File: src/rtl/ugff_pkg.sv
// Shared types, constants and signature tables of the UDP game flood filter.
package ugff_pkg;

    // Drop reason codes carried on the result beat.
    typedef enum logic [2:0] {
        RSN_NONE      = 3'd0,
        RSN_EMPTY     = 3'd1,
        RSN_INFO      = 3'd2,
        RSN_NULL      = 3'd3,
        RSN_FLOOD     = 3'd4,
        RSN_DNS_SHORT = 3'd5,
        RSN_DNS_RESP  = 3'd6
    } t_reason;

    // Configuration register indexes.
    typedef enum logic {
        REG_PORT_LOW  = 1'b0,
        REG_PORT_HIGH = 1'b1
    } t_cfg_idx;

    localparam logic [15:0] PORT_LOW_RESET  = 16'd27015;
    localparam logic [15:0] PORT_HIGH_RESET = 16'd27030;

    localparam logic [3:0]  IPV4_VERSION   = 4'd4;
    localparam logic [3:0]  MIN_IHL        = 4'd5;
    localparam logic [7:0]  UDP_PROTO      = 8'd17;
    localparam int          PROTO_IDX      = 9;
    localparam int          UDP_HDR_BYTES  = 8;
    localparam int          DPORT_HI_OFF   = 2;
    localparam int          DPORT_LO_OFF   = 3;

    localparam int          INFO_SIG_LEN   = 5;
    localparam int          NULL_SIG_LEN   = 20;
    localparam int          FLOOD_SPAN     = 20;
    localparam logic [7:0]  FLOOD_CHAR     = 8'h20;
    localparam int          FLOOD_MIN_LEN  = 40;

    localparam logic [15:0] DNS_PORT       = 16'd53;
    localparam int          DNS_MIN_LEN    = 12;
    localparam int          DNS_FLAG_OFF   = 2;

    // Per-frame parse state, as seen after the current byte.
    typedef struct packed {
        logic [3:0]  hlw;
        logic        udp_seen;
        logic [15:0] dport;
        logic        info_match;
        logic        null_match;
        logic        flood_match;
        logic        dns_resp;
    } t_frame_info;

    // Info-request signature: FF FF FF FF 6C.
    function automatic logic [7:0] info_sig_byte(input logic [2:0] off);
        logic [7:0] b;
        unique case (off)
            3'd4:    b = 8'h6C;
            default: b = 8'hFF;
        endcase
        return b;
    endfunction

    // Null-entity signature: FF FF FF FF 71, fourteen '0', then 00.
    function automatic logic [7:0] null_sig_byte(input logic [4:0] off);
        logic [7:0] b;
        if (off < 5'd4) begin
            b = 8'hFF;
        end else if (off == 5'd4) begin
            b = 8'h71;
        end else if (off == 5'd19) begin
            b = 8'h00;
        end else begin
            b = 8'h30;
        end
        return b;
    endfunction

endpackage

File: src/rtl/ugff_in_if.sv
// Input byte channel of the flood filter.
interface ugff_in_if;
    logic       valid;
    logic       ready;
    logic [7:0] data_byte;
    logic       last_byte;
    logic       ipv4_frame;

    modport source (output valid, output data_byte, output last_byte, output ipv4_frame,
                    input ready);
    modport sink   (input valid, input data_byte, input last_byte, input ipv4_frame,
                    output ready);
endinterface

File: src/rtl/ugff_out_if.sv
// Verdict channel of the flood filter.
interface ugff_out_if;
    logic       valid;
    logic       ready;
    logic       drop;
    logic [2:0] drop_reason;

    modport source (output valid, output drop, output drop_reason, input ready);
    modport sink   (input valid, input drop, input drop_reason, output ready);
endinterface

File: src/rtl/udp_game_flood_packet_filter_unit.sv
// Top level of the UDP game flood filter: input stage, parser, verdict, result register.
//
// Usage:
//   i_in carries an IP frame one byte per beat, from the first IPv4 header
//   byte on; last_byte marks the final beat, ipv4_frame is the link-layer
//   IPv4 flag and is sampled on that final beat.
//   o_out carries one verdict beat per frame (drop, drop_reason); no beat
//   is produced for non-final bytes.
//   Config: i_cfg_we writes i_cfg_data into register i_cfg_index
//   (0 = lowest protected port, 1 = highest protected port, inclusive).
//   Write only while no frame is in flight.
// Timing:
//   One byte per cycle while no final byte waits on o_out. A verdict
//   passes two register stages port to port (input register, then
//   parse + verdict logic into the result register).
// Reset:
//   Synchronous, active low. Clears the pipeline and frame state, loads
//   the port range 27015..27030.
// Stall:
//   While a verdict waits on o_out, non-final bytes keep flowing; a final
//   byte waits in the input register, and i_in.ready drops behind it.
module udp_game_flood_packet_filter_unit #(
    parameter int MAX_FRAME_BYTES = 65535
) (
    input  logic        i_clk,
    input  logic        i_rst_n,
    ugff_in_if.sink     i_in,
    ugff_out_if.source  o_out,
    input  logic        i_cfg_we,
    input  logic        i_cfg_index,
    input  logic [15:0] i_cfg_data
);

    localparam int POS_W = $clog2(MAX_FRAME_BYTES + 1);

    // Port range registers
    logic [15:0] r_port_low;
    logic [15:0] r_port_high;

    // Input stage
    logic       r_s1_valid;
    logic [7:0] r_s1_byte;
    logic       r_s1_last;
    logic       r_s1_ipv4;

    // Result stage
    logic              r_out_valid;
    ugff_pkg::t_reason r_out_reason;

    logic                  out_free;
    logic                  s1_go;
    logic                  in_take;
    ugff_pkg::t_frame_info info;
    logic [POS_W-1:0]      len;
    ugff_pkg::t_reason     reason;

    always_ff @(posedge i_clk) begin
        if (!i_rst_n) begin
            r_port_low  <= ugff_pkg::PORT_LOW_RESET;
            r_port_high <= ugff_pkg::PORT_HIGH_RESET;
        end else if (i_cfg_we) begin
            unique case (ugff_pkg::t_cfg_idx'(i_cfg_index))
                ugff_pkg::REG_PORT_LOW:  r_port_low  <= i_cfg_data;
                ugff_pkg::REG_PORT_HIGH: r_port_high <= i_cfg_data;
                default:                 r_port_low  <= r_port_low;
            endcase
        end
    end

    // A final byte needs a free result slot; other bytes always move on.
    assign out_free   = !r_out_valid || o_out.ready;
    assign s1_go      = r_s1_valid && (!r_s1_last || out_free);
    assign i_in.ready = !r_s1_valid || s1_go;
    assign in_take    = i_in.valid && i_in.ready;

    always_ff @(posedge i_clk) begin
        if (!i_rst_n) begin
            r_s1_valid <= 1'b0;
        end else if (in_take) begin
            r_s1_valid <= 1'b1;
        end else if (s1_go) begin
            r_s1_valid <= 1'b0;
        end
    end

    always_ff @(posedge i_clk) begin
        if (in_take) begin
            r_s1_byte <= i_in.data_byte;
            r_s1_last <= i_in.last_byte;
            r_s1_ipv4 <= i_in.ipv4_frame;
        end
    end

    ugff_frame_parse #(
        .MAX_FRAME_BYTES (MAX_FRAME_BYTES),
        .POS_W           (POS_W)
    ) u_parse (
        .i_clk   (i_clk),
        .i_rst_n (i_rst_n),
        .i_step  (s1_go),
        .i_byte  (r_s1_byte),
        .i_last  (r_s1_last),
        .o_info  (info),
        .o_len   (len)
    );

    ugff_verdict #(
        .POS_W (POS_W)
    ) u_verdict (
        .i_info      (info),
        .i_len       (len),
        .i_ipv4      (r_s1_ipv4),
        .i_port_low  (r_port_low),
        .i_port_high (r_port_high),
        .o_reason    (reason)
    );

    always_ff @(posedge i_clk) begin
        if (!i_rst_n) begin
            r_out_valid <= 1'b0;
        end else if (s1_go && r_s1_last) begin
            r_out_valid <= 1'b1;
        end else if (o_out.ready) begin
            r_out_valid <= 1'b0;
        end
    end

    always_ff @(posedge i_clk) begin
        if (s1_go && r_s1_last) begin
            r_out_reason <= reason;
        end
    end

    assign o_out.valid       = r_out_valid;
    assign o_out.drop        = (r_out_reason != ugff_pkg::RSN_NONE);
    assign o_out.drop_reason = r_out_reason;

endmodule

File: src/rtl/ugff_frame_parse.sv
// Per-frame byte tracker: header fields, destination port and payload signature flags.
module ugff_frame_parse #(
    parameter int MAX_FRAME_BYTES = 65535,
    parameter int POS_W           = 16
) (
    input  logic                     i_clk,
    input  logic                     i_rst_n,
    input  logic                     i_step,
    input  logic [7:0]               i_byte,
    input  logic                     i_last,
    output ugff_pkg::t_frame_info    o_info,
    output logic [POS_W-1:0]         o_len
);

    localparam logic [POS_W-1:0] MAX_POS = POS_W'(MAX_FRAME_BYTES);

    logic [POS_W-1:0]      r_pos;
    ugff_pkg::t_frame_info r_info;
    ugff_pkg::t_frame_info n_info;
    ugff_pkg::t_frame_info clr_info;
    logic [POS_W-1:0]      n_len;
    logic [POS_W-1:0]      hdr;
    logic [POS_W-1:0]      pay;
    logic [POS_W-1:0]      off;

    always_comb begin
        clr_info             = '0;
        clr_info.info_match  = 1'b1;
        clr_info.null_match  = 1'b1;
        clr_info.flood_match = 1'b1;
    end

    assign hdr = POS_W'({r_info.hlw, 2'b00});
    assign pay = hdr + POS_W'(ugff_pkg::UDP_HDR_BYTES);
    assign off = r_pos - pay;

    always_comb begin
        n_info = r_info;
        if (r_pos < MAX_POS) begin
            n_len = r_pos + POS_W'(1);
            if (r_pos == '0) begin
                n_info.hlw      = i_byte[3:0];
                n_info.udp_seen = (i_byte[7:4] == ugff_pkg::IPV4_VERSION) &&
                                  (i_byte[3:0] >= ugff_pkg::MIN_IHL);
            end else begin
                if (r_pos == POS_W'(ugff_pkg::PROTO_IDX)) begin
                    n_info.udp_seen = r_info.udp_seen && (i_byte == ugff_pkg::UDP_PROTO);
                end
                if (r_pos == hdr + POS_W'(ugff_pkg::DPORT_HI_OFF)) begin
                    n_info.dport[15:8] = i_byte;
                end
                if (r_pos == hdr + POS_W'(ugff_pkg::DPORT_LO_OFF)) begin
                    n_info.dport[7:0] = i_byte;
                end
                if (r_pos >= pay) begin
                    if (off < POS_W'(ugff_pkg::INFO_SIG_LEN) &&
                        i_byte != ugff_pkg::info_sig_byte(off[2:0])) begin
                        n_info.info_match = 1'b0;
                    end
                    if (off < POS_W'(ugff_pkg::NULL_SIG_LEN) &&
                        i_byte != ugff_pkg::null_sig_byte(off[4:0])) begin
                        n_info.null_match = 1'b0;
                    end
                    if (off < POS_W'(ugff_pkg::FLOOD_SPAN) && off[0] &&
                        i_byte != ugff_pkg::FLOOD_CHAR) begin
                        n_info.flood_match = 1'b0;
                    end
                    if (off == POS_W'(ugff_pkg::DNS_FLAG_OFF)) begin
                        n_info.dns_resp = i_byte[7];
                    end
                end
            end
        end else begin
            // overlong frame: extra bytes ignored
            n_len = MAX_POS;
        end
    end

    always_ff @(posedge i_clk) begin
        if (!i_rst_n) begin
            r_pos  <= '0;
            r_info <= clr_info;
        end else if (i_step) begin
            if (i_last) begin
                r_pos  <= '0;
                r_info <= clr_info;
            end else begin
                r_pos  <= n_len;
                r_info <= n_info;
            end
        end
    end

    assign o_info = n_info;
    assign o_len  = n_len;

endmodule

File: src/rtl/ugff_verdict.sv
// Frame verdict from final parse state, frame length and the port range.
module ugff_verdict #(
    parameter int POS_W = 16
) (
    input  ugff_pkg::t_frame_info i_info,
    input  logic [POS_W-1:0]      i_len,
    input  logic                  i_ipv4,
    input  logic [15:0]           i_port_low,
    input  logic [15:0]           i_port_high,
    output ugff_pkg::t_reason     o_reason
);

    logic [POS_W-1:0] pay;
    logic [POS_W-1:0] dlen;
    logic             in_range;

    assign pay      = POS_W'({i_info.hlw, 2'b00}) + POS_W'(ugff_pkg::UDP_HDR_BYTES);
    assign dlen     = i_len - pay;
    assign in_range = (i_info.dport >= i_port_low) && (i_info.dport <= i_port_high);

    always_comb begin
        o_reason = ugff_pkg::RSN_NONE;
        if (i_ipv4 && i_info.udp_seen && (i_len >= pay)) begin
            if (in_range) begin
                priority if (dlen == '0) begin
                    o_reason = ugff_pkg::RSN_EMPTY;
                end else if (dlen >= POS_W'(ugff_pkg::INFO_SIG_LEN) && i_info.info_match) begin
                    o_reason = ugff_pkg::RSN_INFO;
                end else if (dlen >= POS_W'(ugff_pkg::NULL_SIG_LEN) && i_info.null_match) begin
                    o_reason = ugff_pkg::RSN_NULL;
                end else if (dlen > POS_W'(ugff_pkg::FLOOD_MIN_LEN) && i_info.flood_match) begin
                    o_reason = ugff_pkg::RSN_FLOOD;
                end else begin
                    o_reason = ugff_pkg::RSN_NONE;
                end
            end else if (i_info.dport == ugff_pkg::DNS_PORT) begin
                priority if (dlen < POS_W'(ugff_pkg::DNS_MIN_LEN)) begin
                    o_reason = ugff_pkg::RSN_DNS_SHORT;
                end else if (i_info.dns_resp) begin
                    o_reason = ugff_pkg::RSN_DNS_RESP;
                end else begin
                    o_reason = ugff_pkg::RSN_NONE;
                end
            end
        end
    end

endmodule

File: src/flat_wrapper.sv
// flat-port wrapper written by rule: the top's interface ports become plain ports
module udp_game_flood_packet_filter_unit_flat 
#(
    parameter int MAX_FRAME_BYTES = 65535
)
  (i_clk, i_rst_n, i_cfg_we, i_cfg_index, i_cfg_data, i_in_valid, i_in_data_byte, i_in_last_byte, i_in_ipv4_frame, i_in_ready, o_out_valid, o_out_drop, o_out_drop_reason, o_out_ready);
  ugff_in_if i_in_i ();
  ugff_out_if o_out_i ();
  input  logic i_clk;
  input  logic i_rst_n;
  input  logic i_cfg_we;
  input  logic i_cfg_index;
  input  logic [15:0] i_cfg_data;
  input wire logic [$bits(i_in_i.valid)-1:0] i_in_valid;
  input wire logic [$bits(i_in_i.data_byte)-1:0] i_in_data_byte;
  input wire logic [$bits(i_in_i.last_byte)-1:0] i_in_last_byte;
  input wire logic [$bits(i_in_i.ipv4_frame)-1:0] i_in_ipv4_frame;
  output wire logic [$bits(i_in_i.ready)-1:0] i_in_ready;
  output wire logic [$bits(o_out_i.valid)-1:0] o_out_valid;
  output wire logic [$bits(o_out_i.drop)-1:0] o_out_drop;
  output wire logic [$bits(o_out_i.drop_reason)-1:0] o_out_drop_reason;
  input wire logic [$bits(o_out_i.ready)-1:0] o_out_ready;
  assign i_in_i.valid = i_in_valid;
  assign i_in_i.data_byte = i_in_data_byte;
  assign i_in_i.last_byte = i_in_last_byte;
  assign i_in_i.ipv4_frame = i_in_ipv4_frame;
  assign i_in_ready = i_in_i.ready;
  assign o_out_valid = o_out_i.valid;
  assign o_out_drop = o_out_i.drop;
  assign o_out_drop_reason = o_out_i.drop_reason;
  assign o_out_i.ready = o_out_ready;
  udp_game_flood_packet_filter_unit #(.MAX_FRAME_BYTES(MAX_FRAME_BYTES)) u_core (.i_clk(i_clk), .i_rst_n(i_rst_n), .i_in(i_in_i), .o_out(o_out_i), .i_cfg_we(i_cfg_we), .i_cfg_index(i_cfg_index), .i_cfg_data(i_cfg_data));
endmodule
File: config.mk
export PLATFORM = sky130hd
export DESIGN_NAME = udp_game_flood_packet_filter_unit_flat
export DESIGN_NICKNAME = d
export VERILOG_FILES = /design/src/rtl/ugff_pkg.sv /design/src/rtl/ugff_in_if.sv /design/src/rtl/ugff_out_if.sv /design/src/rtl/udp_game_flood_packet_filter_unit.sv /design/src/rtl/ugff_frame_parse.sv /design/src/rtl/ugff_verdict.sv /design/src/flat_wrapper.sv
export SDC_FILE = /design/constraint.sdc
export NUM_CORES = 1
export LEC_CHECK = 0
export CAP_MARGIN = 0
export CORE_ASPECT_RATIO = 0.5
export CORE_UTILIZATION = 55
export DETAILED_ROUTE_END_ITERATION = 16
export DONT_BUFFER_PORTS = 1
export HOLD_SLACK_MARGIN = 0.02
export PLACE_DENSITY = 0.7
export SKIP_CTS_REPAIR_TIMING = 1
export SYNTH_ARGS = -nofsm -noshare
export SYNTH_HDL_FRONTEND = slang
export SYNTH_SLANG_ARGS = --single-unit
File: constraint.sdc
create_clock -name i_clk -period 5.5 [get_ports i_clk]
set_clock_uncertainty 0.05 [all_clocks]
set_input_delay 1.1 -clock i_clk [delete_from_list [all_inputs] [get_ports i_clk]]
set_output_delay 1.1 -clock i_clk [all_outputs]
set_load 0.05 [all_outputs]
# [Yosys cells after proc, flatten, opt, wreduce, memory -nomap -nowiden]
# Index checks and enable logic that the tools add are counted.
[word_totals] regBits=88 latchBits=0 ram_bits=0 romBits=0 inputBits=32 memories=0
[op_classes] n_addsub=7 multipliers=0 div_mod_pow=0 magnitude_cmp=13 n_eq_ne=13 shift=0 n_mux=37 bitwise_logic=1 reduce_logical=28
[op_table] operator="2-to-1 mux 8 bit" count=10
[op_table] operator="2-to-1 mux 25 bit" count=2
[op_table] operator=">= comparator 16 bit" count=3
[op_table] operator="== test 16 x 7 -> 1 bit" count=2
[op_table] operator="zero test 16 bit" count=2
[op_table] operator="2-to-1 mux 16 bit" count=2
[op_table] operator="subtractor 16 bit" count=2
[op_table] operator="2-to-1 mux 3 bit" count=8
[op_table] operator="2-to-1 mux 20 bit" count=1
[op_table] operator="adder 16 x 1 -> 16 bit (second input constant)" count=1
[op_table] operator="== test 16 x 2 -> 1 bit (second input constant)" count=1
[op_table] operator="== test 16 x 4 -> 1 bit (second input constant)" count=1
[op_table] operator="== test 16 x 6 -> 1 bit (second input constant)" count=1
[op_table] operator=">= comparator 16 x 3 -> 1 bit (second input constant)" count=1
[op_table] operator=">= comparator 16 x 5 -> 1 bit (second input constant)" count=1
[op_table] operator="> comparator 16 x 6 -> 1 bit (second input constant)" count=1
[op_table] operator="less-or-equal comparator 16 bit" count=1
[op_table] operator="< comparator 16 bit (second input constant)" count=1
[op_table] operator="< comparator 16 x 3 -> 1 bit (second input constant)" count=1
[op_table] operator="< comparator 16 x 4 -> 1 bit (second input constant)" count=1
[op_table] operator="< comparator 16 x 5 -> 1 bit (second input constant)" count=1
[op_table] operator="inequality test 8 bit" count=2
[op_table] operator="logical AND 1 bit" count=15
[op_table] operator="adder 6 x 2 -> 7 bit (second input constant)" count=2
[op_table] operator="other kinds (19)" count=36

# [Longest topological paths before layout]
# Gate-level depths: netlist (run 1).
[depth] word_depth=24 ltp_mapped=17 ltp_nobuf=17

# [Modules after synthesis]
# From an unflattened synthesis (run 1), not the netlist that was laid out.
[unflattened] hier_cells=724 area_unflattened_um2=6100.9
[by_module_without_submodules] module="ugff_frame_parse" n_inst=1 cells_per_inst=345 area_each_um2=2894.0 seq_area_each_um2=820.8
[by_module_without_submodules] module="udp_game_flood_packet_filter_unit" n_inst=1 cells_per_inst=168 area_each_um2=1677.9 seq_area_each_um2=1071.0
[by_module_without_submodules] module="ugff_verdict" n_inst=1 cells_per_inst=211 area_each_um2=1529.0 seq_area_each_um2=0.0

# [Worst setup path before layout (run 1)]
# No wires, ideal clock.
[synth_path] path_type="register to register" from="reg u_core.u_parse.r_pos[10]" to="reg u_core.r_out_reason[1], in the netlist u_core.o_out.drop_reason[1], data pin" setup_ns=0.260 t_arrival_ns=4.067 required_ns=5.190 slack_ns=1.122 stages_incl_launch_ff=18 path_buffers=1 synth_period_minus_slack_ns=4.378 path_cell_list="dfxtp_1 buf_2 nor4_4 nand3_2 nor2_1 mux2_2 ha_1 inv_1 ha_1 nor2b_1 o31a_1 nor2_1 nand3_1 or3_4 a2111oi_4 o211ai_1 or3b_1 o21ai_1"
[synth_between] elab_chain_cells=12
[synth_rtl] item="from (decl)" line_no="ugff_frame_parse.sv:17" text="logic [POS_W-1:0] r_pos;"
[synth_rtl] item="from (signal assigned)" line_no="ugff_frame_parse.sv:88" text="r_pos <= n_len;"
[synth_rtl] item="branches (longest 12 deep; another with < comparator 16 bit)"
[synth_rtl] item="to (signal assigned)" line_no="udp_game_flood_packet_filter_unit.sv:130" text="r_out_reason <= reason;"
[synth_rtl] item="to (decl)" line_no="udp_game_flood_packet_filter_unit.sv:48" text="ugff_pkg::t_reason r_out_reason;"
# Several ways; the timed one is not identified.
# A chain may end at the register's enable or synchronous reset.

# [Worst setup path after layout (run 1)]
[layout_path] from="reg u_core.u_parse.r_pos[6]" to="reg u_core.r_out_reason[1], in the netlist u_core.o_out.drop_reason[1], data pin"
# Same word-level chain as after synthesis.

==> metrics.md, run 1 <==
| Metric | Value |
|---|---|
| Run status | finished clean |
| Crit share post-route | 92.1% |
| Area share of the largest cell type after synthesis | 25.1% |
| Clk_lat worst skew | 340 ps |
| Worst Reg2Reg Path Length in Cells | 16 |
| Syn Area/Cell | 8.45 µm² |
| Slew @ Worst Pin | 1200 ps |
| Layout area overhead | 6.07% |
| CP Data Arrival Time | 5100 ps |
| Inserted Diodes | 0 |
| Critical Path End | u_core.o_out.drop_reason[1] |
| Most frequent cell after synthesis | nand2_1 |
| Post-synthesis sequential element count | 88 |
| Max Cap Violations | 0 |
| Number of buffers created by CTS | 9 |
| Synth Area in Simple Gates | 23.5% |
| Num rows | 26 |
| Yosys top cell by area | dfxtp_1 |
| Adder-cell share of the synthesized area | 10.9% |
| Setup violators final | 0 |
| Slew Viols, Final | 0 |
| FF-to-FF End | u_core.o_out.drop_reason[1] |
| Number of routed nets with antenna violations | 0 |
| Main flop type after synthesis | dfxtp_1 |
| Power Density | 224 mW/mm² |
| Worst reg2reg startpoint | u_core.u_parse.r_pos[6] |
| Antenna violations before repair | 0 |
| Netlist Area Pre-Place | 0.00598 mm² |
| RSZ-0062 raised after global routing | no |
| Total negative setup slack | 0 ps |
| Layout cell share with drive strength beyond 1 | 8.21% |
| Leakage | 2.59 nW |
| GPL Wtd Cong | 0.971 |
| Port buffer count | 0 |
| Vias | 5084 |
| CTS tree | yes |
| Proportion of synthesized area in mux cells | 4.73% |
| 1st-iter DRT viols | 420 |
| Async set-reset flop share out of synthesis | 0% |
| Vias in the first global route | 4718 |
| Syn Nets | 791 |
| Pre-Repair DR Iteration Count | 5 |
| Largest net degree at the start of global routing | 75 |
| Number of synthesized flops with an enable pin | 13 |
| FF-to-FF setup slack | 430 ps |
| Worst rel slew slack | 19.6% |
| Via density | 6.10 |
| Leading post-synthesis cells by cell area | dfxtp_1 25%, ha_1 10%, edfxtp_1 6.5% |
| Final wirelength | 14900 µm |
| Main combinational cell family by area after synthesis | simple AND/OR/NAND/NOR gates |
| Reg area | 0.00189 mm² |
| Die ar. | 0.0113 mm² |
| Required time worst endpoint | 5530 ps |
| Setup CP Type | reg2reg |
| DRC violations left | 0 |
| Post-synthesis compound-gate area fraction | 21.3% |
| Worst-path fanout max | 7 |
| Most frequent cells after synthesis | 90 x nand2_1, 75 x dfxtp_1, 49 x ha_1, 44 x inv_1, 34 x nor2b_1 |
| Clk sinks | 88 |
| H-tree Lvls | 3 |
| Final net count | 772 |
| Multi-input gate area | 0.00376 mm² |
| YS warnings | 0 |
| First-pass GRT wire length | 23700 µm |
| Clock buffer depth | 2 |
| Max VDD drop | 0.150 mV |
| F_max | 197 MHz |
| Global Route Usage Sum | 27.2% |
| Core area | 0.0104 mm² |
| Worst setup SP type | register |
| CTS clk-pin slew, worst paths | 70 ps |
| CTS root buffer | clkbuf_16 |
| Final hold vios | 0 |
| HP Class | reg2reg |
| Die W | 149 µm |
| Die height | 75.7 µm |
| Crit path launch | u_core.u_parse.r_pos[6] |
| Element type at the critical path end | register |
| Dpl cell area | 0.00605 mm² |
| Post-Synth XOR/XNOR Area | 2.49% |
| Cell area after layout | 0.00634 mm² |
| Sequential fraction of the synthesis area | 31.6% |
| Final Critical Period | 5070 ps |
| Total grt overflow | 0 |
| Initial Util | 57.6% |
| # IOs | 38 |
| Fill count | 888 |
| WL/cell | 17.8 µm |
| Number of distinct library cells after synthesis | 73 |
| Detailed placer's ending HPWL | 11000 µm |
| Syn Inst Count | 708 |
[placed cells by master, fill, tap and decap left out, types with 15 or more instances in the layout]
master,instances
dfxtp_1,75
nand3_1,18
o211ai_1,20
nor2_1,30
a21o_1,15
nand2_1,90
a21boi_0,19
inv_1,44
o21ai_0,22
mux2_2,18
nor2b_1,34
ha_1,49
a21oi_1,27
a22oi_1,22
[worst min-delay path by stage]
| stage | start | to | slack (ps) | cells past startpoint |
|---|---|---|---|---|
| after floorplan | u_core.u_parse.r_info[3] | u_core.u_parse.r_info[3] | 370 | 2 |
| after global placement | u_core.u_parse.r_info[3] | u_core.u_parse.r_info[3] | 390 | 2 |
| after detailed placement | u_core.u_parse.r_info[3] | u_core.u_parse.r_info[3] | 400 | 2 |
| after CTS | u_core.r_port_high[6] | u_core.r_port_high[6] | 420 | 2 |
| after global routing | u_core.r_port_low[3] | u_core.r_port_low[3] | 440 | 2 |
| final | u_core.r_port_low[3] | u_core.r_port_low[3] | 420 | 2 |
[stage by stage]
| stage | total power [mW] | hold WS, ps | utilization (%) | cells | setup WS (ps) |
|---|---|---|---|---|---|
| 3_3_place_gp | 0.834 | 391 | 58.3 | 817 | 747 |
| 3_5_place_dp | 0.838 | 404 | 58.3 | 817 | 561 |
| 4_1_cts | 1.43 | 417 | 61.1 | 833 | 520 |
| 5_1_grt | 1.47 | 438 | 61.1 | 834 | 296 |
| 2_1_floorplan | 0.809 | 374 | - | 708 | 1120 |
| 6_report | 1.42 | 416 | 61.1 | 834 | 435 |
[logic make-up (layout without fill, tap and decap cells)]
family / count (synthesis) / count (layout)
AOI/OAI and AO/OA: 179 / 179
xor gates and xnor gates: 17 / 17
adders and majority gates: 51 / 51
buffers and inverters: 83 / 69
DFF: 88 / 88
muxes: 26 / 26
and+or+nand+nor: 264 / 264
[per-layer routing]
metal	vias up	track usage [%]	wire, µm
li1	2518	-	-
met1	2358	36.1	7080
met2	179	44.5	6610
met3	29	6.11	913
met4	0	8.50	279
met5	-	0	0
[sequential cells by signal (all words and copies together) (netlist names)]
signal and flops:
u_core.u_parse.r_pos 16, u_core.r_port_low 16, u_core.r_s1_byte 8, u_core.r_s1_ipv4 1, u_core.u_parse.hdr 4, u_core.o_out.drop_reason 3
u_core.r_port_high 16, u_core.r_s1_last 1, u_core.r_s1_valid 1, u_core.o_out.valid 1, u_core.u_parse.r_info 21
[worst max-delay path, stage by stage, from the launching register on]
cell       delay (ps)
dfxtp_1           370
nor4_2            410
nand3_2           170
nor2_1            530
mux2_2            450
ha_1              280
inv_1              40
ha_1              340
nor2b_1           160
o31a_1            270
nor2_1            200
nand3_1           170
or3_4             410
a2111oi_4         440
nand2_1           160
o21ai_0           260
o21ai_1           110
[layout make-up]
class                      instances  area share (%)
clock buffer                      13            4.10
clock inverter                     3           0.375
sequential                        88            29.8
inverter                          44            2.60
tap                              140            2.76
timing repair buffer               9            1.03
multi-input combinational        537            59.3
[power by group]
group          internal (mW)  total [mW]  switching, mW
combinational         0.0518       0.131         0.0794
sequential             0.673       0.695         0.0224
clock                  0.334       0.597          0.262
total                   1.06        1.42          0.364
No activity file was read; power rests on OpenSTA's default activity.
==> run 2: changes to the inputs <==
--- a/config.mk
+++ b/config.mk
@@ -5,6 +5,7 @@
 export SDC_FILE = /design/constraint.sdc
 export NUM_CORES = 1
 export LEC_CHECK = 0
+export ABC_AREA = 1
 export CAP_MARGIN = 0
 export CORE_ASPECT_RATIO = 0.5
 export CORE_UTILIZATION = 55
==> metrics.md, run 2 <==
| Metric | Value |
|---|---|
| Critical path buffer and inverter count | 5 (+4) |
| Most common cell after layout, fill and taps aside | nand2_1 |
| Clock buffer depth | 2 (unchanged) |
| Slew Viols, Final | 0 (unchanged) |
| Run status | finished clean |
| Layout cell share with drive strength beyond 1 | 9.32% (+1.1 points) |
| CTS clk-pin slew, worst paths | 70 ps (about the same) |
| Register share of total power | 47.0% (-1.9 points) |
| Via density | 5.54 (-9.1%) |
| HP Class | reg2reg |
| Largest register by flop count | u_core.u_parse.r_info |
| Element type at the critical path end | register |
| Clk sinks | 88 (unchanged) |
| Final wirelength | 15700 µm (+5.9%) |
| Setup violators final | 0 (unchanged) |
| Detailed placer's ending HPWL | 11800 µm (+7.3%) |
| Yosys top cell by area | dfxtp_1 |
| Clock power frac | 42.5% (+0.6 points) |
| Final net count | 990 (+28%) |
| Final core utilization | 60.3% (-0.86 points) |
| Clk_lat worst skew | 350 ps (about the same) |
| Initial Util | 56.8% (-0.81 points) |
| Worst Reg2Reg Path Length in Cells | 22 (+6) |
| First-pass GRT wire length | 26400 µm (+11%) |
| Async set-reset flop share out of synthesis | 0% (unchanged) |
| WL/cell | 14.9 µm (-16%) |
| Sequential fraction of the synthesis area | 30.1% (-1.5 points) |
| Critical Path Stages | 22 (+6) |
| Sw frac | 27.7% (+2.2 points) |
| Inserted Diodes | 0 (unchanged) |
| Syn Inst Count | 919 (+30%) |
| Net Switching | 0.408 mW (+12%) |
| Area share of the largest cell type after synthesis | 23.9% (-1.2 points) |
| Syn Area/Cell | 6.83 µm² (-19%) |
| Hold depth | 1 (-1) |
| Total grt overflow | 0 (unchanged) |
| Number of distinct library cells after synthesis | 45 (-38%) |
| Worst rel slew slack | 36.6% (+17 points) |
| Core area | 0.0110 mm² (+6.4%) |
| CP dominant cell by count | inv_1 |
| Die height | 77.5 µm (+2.4%) |
| Num rows | 27 (+3.8%) |
| Commonest non-fill, non-tap cells in the layout | 234 x nand2_1, 133 x inv_1, 85 x a21oi_1 |
| CTS root buffer | clkbuf_16 |
| CP Data Arrival Time | 4370 ps (-730 ps) |
| Vias | 5855 (+15%) |
| Int Power | 1.06 mW (+0.54%) |
| Final hold vios | 0 (unchanged) |
| Crit-path max cell delay | 390 ps (-140 ps) |
| # IOs | 38 (unchanged) |
| Combinational share of power | 10.6% (+1.4 points) |
| Slew @ Worst Pin | 947 ps (-253 ps) |
| Syn Nets | 1002 (+27%) |
| Required time worst endpoint | 5550 ps (+20 ps) |
| GPL Wtd Cong | 0.961 (-1.1%) |
| Power Density | 221 mW/mm² (-1.3%) |
| H-tree Lvls | 3 (unchanged) |
| CP Cell Sequence | inv_2 > ha_1 > inv_1 > nor3_1 > nand3_1 > o21ai_0 > inv_1 > ha_1 > inv_1 > ha_1 > a21oi_1 > o21ai_0 > nor2_1 > inv_1 > nor2_4 > nand2_2 > nor3_2 > nor2_2 > nor2_4 > and3_1 > nand3b_1 > a21oi_1 |
| Worst setup SP type | register |
| Number of synthesized flops with an enable pin | 13 (unchanged) |
| Kind of cell adding the most delay to the critical path | simple AND/OR/NAND/NOR gates |
| Main flop type after synthesis | dfxtp_1 |
| F_max | 232 MHz (+17%) |
| Worst-path fanout max | 8 (+1) |
| Netlist Area Pre-Place | 0.00628 mm² (+5.0%) |
| Pre-CTS WS | 1260 ps (+698 ps) |
| Pre-Repair DR Iteration Count | 5 (unchanged) |
| Leading post-synthesis cells by cell area | dfxtp_1 24%, nand2_1 14%, ha_1 9.8% |
| Most frequent cell after synthesis | nand2_1 |
| Global Route Usage Sum | 28.0% (+0.80 points) |
| Number of routed nets with antenna violations | 0 (unchanged) |
| Die W | 153 µm (+2.4%) |
| Largest net degree at the start of global routing | 44 (-41%) |
| Critical-path top delay cell | dfxtp_1 |
| Max VDD drop | 0.151 mV (+0.54%) |
| Most frequent cells after synthesis | 235 x nand2_1, 133 x inv_1, 85 x a21oi_1, 75 x dfxtp_1, 57 x nor2_1 |
| Antenna violations before repair | 0 (unchanged) |
| Crit share post-route | 78.5% (-14 points) |
| Vias in the first global route | 5440 (+15%) |
| Die ar. | 0.0119 mm² (+4.9%) |
| Post-synthesis sequential element count | 88 (unchanged) |
| YS warnings | 0 (unchanged) |
| Number of buffers created by CTS | 9 (unchanged) |
| CTS tree | yes |
| Worst setup margin | 1180 ps (+749 ps) |
| Leakage | 3.17 nW (+23%) |
| 1st-iter DRT viols | 425 (+1.2%) |
| Port buffer count | 0 (unchanged) |
| Max Cap Violations | 0 (unchanged) |
| Setup CP Type | reg2reg |
| Total negative setup slack | 0 ps (unchanged) |
| DRC violations left | 0 (unchanged) |
| Final Critical Period | 4320 ps (-749 ps) |
| RSZ-0062 raised after global routing | no |
| Number of flip-flops in the largest register | 21 (unchanged) |
| Layout area overhead | 6.06% (about the same) |
-- run 2: area by class of cell --
type	instances	area, µm²
Clock inverter	6	45.0
Clock buffer	10	250
Multi-Input combinational cell	664	3740
Sequential cell	88	1890
Tap cell	145	181
Timing Repair Buffer	2	15.0
Fill cell	1054	4390
Inverter	142	533
-- run 2: path summary, 6_finish.rpt --
check	from	to	slack (ps)
setup / recovery	u_core.u_parse.r_pos[0]	u_core.o_out.drop_reason[1]	1180
hold / removal	u_core.u_parse.r_info[3]	u_core.u_parse.r_info[3]	410
setup reg to reg	u_core.u_parse.r_pos[0]	u_core.o_out.drop_reason[1]	1180
hold reg to reg	u_core.u_parse.r_info[3]	u_core.u_parse.r_info[3]	410
-- run 2: logic make-up after synthesis --
| logic type | synth area share [%] |
|---|---|
| and+or+nand+nor | 31.9 |
| AOI/OAI and AO/OA | 15.9 |
| buffers and inverters | 10.3 |
| DFF | 30.1 |
| adders and majority gates | 10.4 |
| xor gates and xnor gates | 1.40 |
-- run 2: power by group through the flow --
stage	clock network, mW	registers [mW]	logic [mW]
6_report	0.625	0.692	0.156
5_1_grt	0.656	0.694	0.177
4_1_cts	0.633	0.692	0.154
3_5_place_dp	0	0.706	0.152
3_3_place_gp	0	0.706	0.149
2_1_floorplan	0	0.702	0.124
-- run 2: stage by stage --
| stage | cell area, µm² | total power, mW | instances | hold slack, ps |
|---|---|---|---|---|
| after floorplan | 6280 | 0.826 | 919 | 379 |
| after global placement | 6360 | 0.855 | 1041 | 387 |
| after detailed placement | 6360 | 0.859 | 1041 | 395 |
| after CTS | 6660 | 1.48 | 1057 | 411 |
| after global routing | 6660 | 1.53 | 1057 | 425 |
| final | 6660 | 1.47 | 1057 | 412 |
-- run 2: routing by layer --
layer | GRT usage (%) | vias to the layer above | wire, µm
met4 | 8.48 | 0 | 304
met1 | 37.0 | 2692 | 7620
met2 | 46.4 | 157 | 6920
met5 | 0 | - | 0
li1 | - | 2979 | -
met3 | 5.36 | 27 | 901
==> run 3: changes to the inputs <==
--- a/config.mk
+++ b/config.mk
@@ -12,7 +12,7 @@
 export DETAILED_ROUTE_END_ITERATION = 16
 export DONT_BUFFER_PORTS = 1
 export HOLD_SLACK_MARGIN = 0.02
-export PLACE_DENSITY = 0.7
+export PLACE_DENSITY = 0.73
 export SKIP_CTS_REPAIR_TIMING = 1
 export SYNTH_ARGS = -nofsm -noshare
 export SYNTH_HDL_FRONTEND = slang
==> constraint.sdc (replaced) <==
create_clock -name i_clk -period 3.7 [get_ports i_clk]
set_clock_uncertainty 0.05 [all_clocks]
set_input_delay 0.74 -clock i_clk [delete_from_list [all_inputs] [get_ports i_clk]]
set_output_delay 0.74 -clock i_clk [all_outputs]
set_load 0.05 [all_outputs]
==> metrics.md, run 3 (synthesized netlist as in run 2, its figures left out) <==
| Metric | Value |
|---|---|
| Setup violators final | 1 (+1) |
| Vias in the first global route | 5757 (+5.8%) |
| CTS root buffer | clkbuf_16 |
| Final Non-Filler Cells | 1116 (+5.6%) |
| Worst setup SP type | register |
| Number of routed nets with antenna violations | 0 (unchanged) |
| Clk_lat worst skew | 350 ps (about the same) |
| Fill count | 969 (-8.1%) |
| Clk sinks | 88 (unchanged) |
| Num rows | 27 (unchanged) |
| Number of flip-flops in the largest register | 21 (unchanged) |
| Clock buffer depth | 2 (unchanged) |
| Worst rel slew slack | 38.2% (+1.6 points) |
| Leakage | 3.53 nW (+11%) |
| RSZ-0062 raised after global routing | yes |
| Number of buffers created by CTS | 9 (unchanged) |
| Worst Reg2Reg Path Length in Cells | 26 (+18%) |
| Slew Viols, Final | 0 (unchanged) |
| Final wirelength | 16900 µm (+7.3%) |
| Setup CP Type | reg2reg |
| Total negative setup slack | -19.8 ps (-19.8 ps) |
| Failing checks | negative setup slack |
| H-tree Lvls | 3 (unchanged) |
| Largest register by flop count | u_core.u_parse.r_info |
| Vias | 6214 (+6.1%) |
| Critical Path End | u_core.o_out.drop_reason[0] |
| Power Density | 307 mW/mm² (+39%) |
| Layout area overhead | 17.0% |
| Crit path launch | u_core.u_parse.r_pos[0] |
| DRC violations left | 0 (unchanged) |
| Port buffer count | 0 (unchanged) |
| Required time worst endpoint | 3750 ps (-1800 ps) |
| Worst-path fanout max | 6 (-2) |
| Final core utilization | 66.5% (+6.2 points) |
| Final net count | 1049 (+6.0%) |
| Via density | 5.57 (+0.52%) |
| Inserted Diodes | 0 (unchanged) |
| FF-to-FF setup slack | -20 ps (-1200 ps) |
| CTS tree | yes |
| Max VDD drop | 0.256 mV (+69%) |
| Total grt overflow | 0 (unchanged) |
| Slew @ Worst Pin | 926 ps (-21.4 ps) |
| Inst Count DP | 1090 (+4.7%) |
| Max Cap Violations | 0 (unchanged) |
| Dpl cell area | 0.00675 mm² (+6.1%) |
| Element type at the critical path end | register |
| CP Data Arrival Time | 3770 ps (-600 ps) |
| First-pass GRT wire length | 27200 µm (+3.1%) |
| Worst reg2reg startpoint | u_core.u_parse.r_pos[0] |
| Hold WS | 413 ps (+1.30 ps) |
| # IOs | 38 (unchanged) |
| Detailed placer's ending HPWL | 12500 µm (+5.7%) |
| 1st-iter DRT viols | 433 (+1.9%) |
| Crit share post-route | 101% (+22 points) |
| HP Class | reg2reg |
| Worst setup margin | -19.8 ps (-1200 ps) |
| Run status | finished with violations |
| CTS clk-pin slew, worst paths | 70 ps (about the same) |
| WL/cell | 15.1 µm (+1.7%) |
| Global Route Usage Sum | 28.8% (+0.84 points) |
| Final hold vios | 0 (unchanged) |
| FF-to-FF End | u_core.o_out.drop_reason[0] |
| Die height | 77.5 µm (unchanged) |
| Overall Power | 2.26 mW (+53%) |
| GPL Wtd Cong | 0.979 (+1.9%) |
| Cell area after layout | 0.00735 mm² (+10%) |
| Core area | 0.0110 mm² (unchanged) |
| Die W | 153 µm (unchanged) |
| Final Critical Period | 3720 ps (-596 ps) |
| Largest net degree at the start of global routing | 39 (-11%) |
| Most common cell after layout, fill and taps aside | nand2_1 |
| Layout cell share with drive strength beyond 1 | 19.2% (+9.8 points) |
| Pre-CTS WS | -140 ps (-1400 ps) |
| Antenna violations before repair | 1 (+1) |
| F_max | 269 MHz (+16%) |
| Initial Util | 56.8% (unchanged) |
| Die ar. | 0.0119 mm² (unchanged) |
| Commonest non-fill, non-tap cells in the layout | 226 x nand2_1, 129 x inv_1, 81 x a21oi_1 |
| Pre-Repair DR Iteration Count | 5 (unchanged) |
run 3: changes by cell type in the layout (fill, tap and decap cells not counted), sizes merged:
cell | previous run | this run
clkbuf | 10 | 12
buf | 2 | 61
inv | 144 | 142
run 3: how the worst min path moves through the flow:
stage                             startpoint  slack, ps  cells after the start                       end
CTS                 u_core.u_parse.r_info[3]        410                      1  u_core.u_parse.r_info[3]
global placement    u_core.u_parse.r_info[1]        390                      1  u_core.u_parse.r_info[1]
detailed placement  u_core.u_parse.r_info[3]        400                      1  u_core.u_parse.r_info[3]
floorplan           u_core.u_parse.r_info[1]        380                      1  u_core.u_parse.r_info[1]
global route        u_core.u_parse.r_info[3]        420                      1  u_core.u_parse.r_info[3]
finish                  u_core.r_port_low[9]        410                      2      u_core.r_port_low[9]
run 3: cell type report:
| class | count | area (µm²) | area share, % |
|---|---|---|---|
| flip-flops and latches | 88 | 1900 | 25.8 |
| clock buffers | 12 | 279 | 3.80 |
| well taps | 145 | 181 | 2.47 |
| multi-input cells | 664 | 3950 | 53.7 |
| inverters | 142 | 538 | 7.32 |
| repair buffers | 61 | 470 | 6.40 |
| clock inverters | 4 | 31.3 | 0.426 |
run 3: per-layer routing:
layer	up-vias	part of all wire (%)	track usage, %
li1	3115	-	-
met1	2873	44	36.4
met4	0	1.6	8.59
met5	-	0	0
met3	28	8.0	7.71
met2	198	46	48.3
run 3: power breakdown:
part	leakage, nW	switching, mW	internal, mW	total (mW)
clock	0.154	0.402	0.543	0.945
combinational	2.64	0.183	0.102	0.285
sequential	0.739	0.0239	1.00	1.03
total	3.53	0.609	1.65	2.26
run 3: worst max-delay path: stages, from the launching register on:
cell and delay [ps]:
dfxtp_4 370, inv_4 60, ha_4 130, inv_4 40, nor3_4 200, nand3_2 180
o21ai_2 200, inv_1 80, ha_2 180, xor2_1 160, ha_1 370, a21oi_2 170
o21ai_2 80, nand2_2 110, nand4_4 120, nor2_4 140, nand3_1 100, nand2_1 80
nand2_1 80, nor2_4 150, nand3_2 90, nand2_2 80, inv_2 40, nand2_2 50
nand2_2 60, nand2_2 60, a21oi_2 50
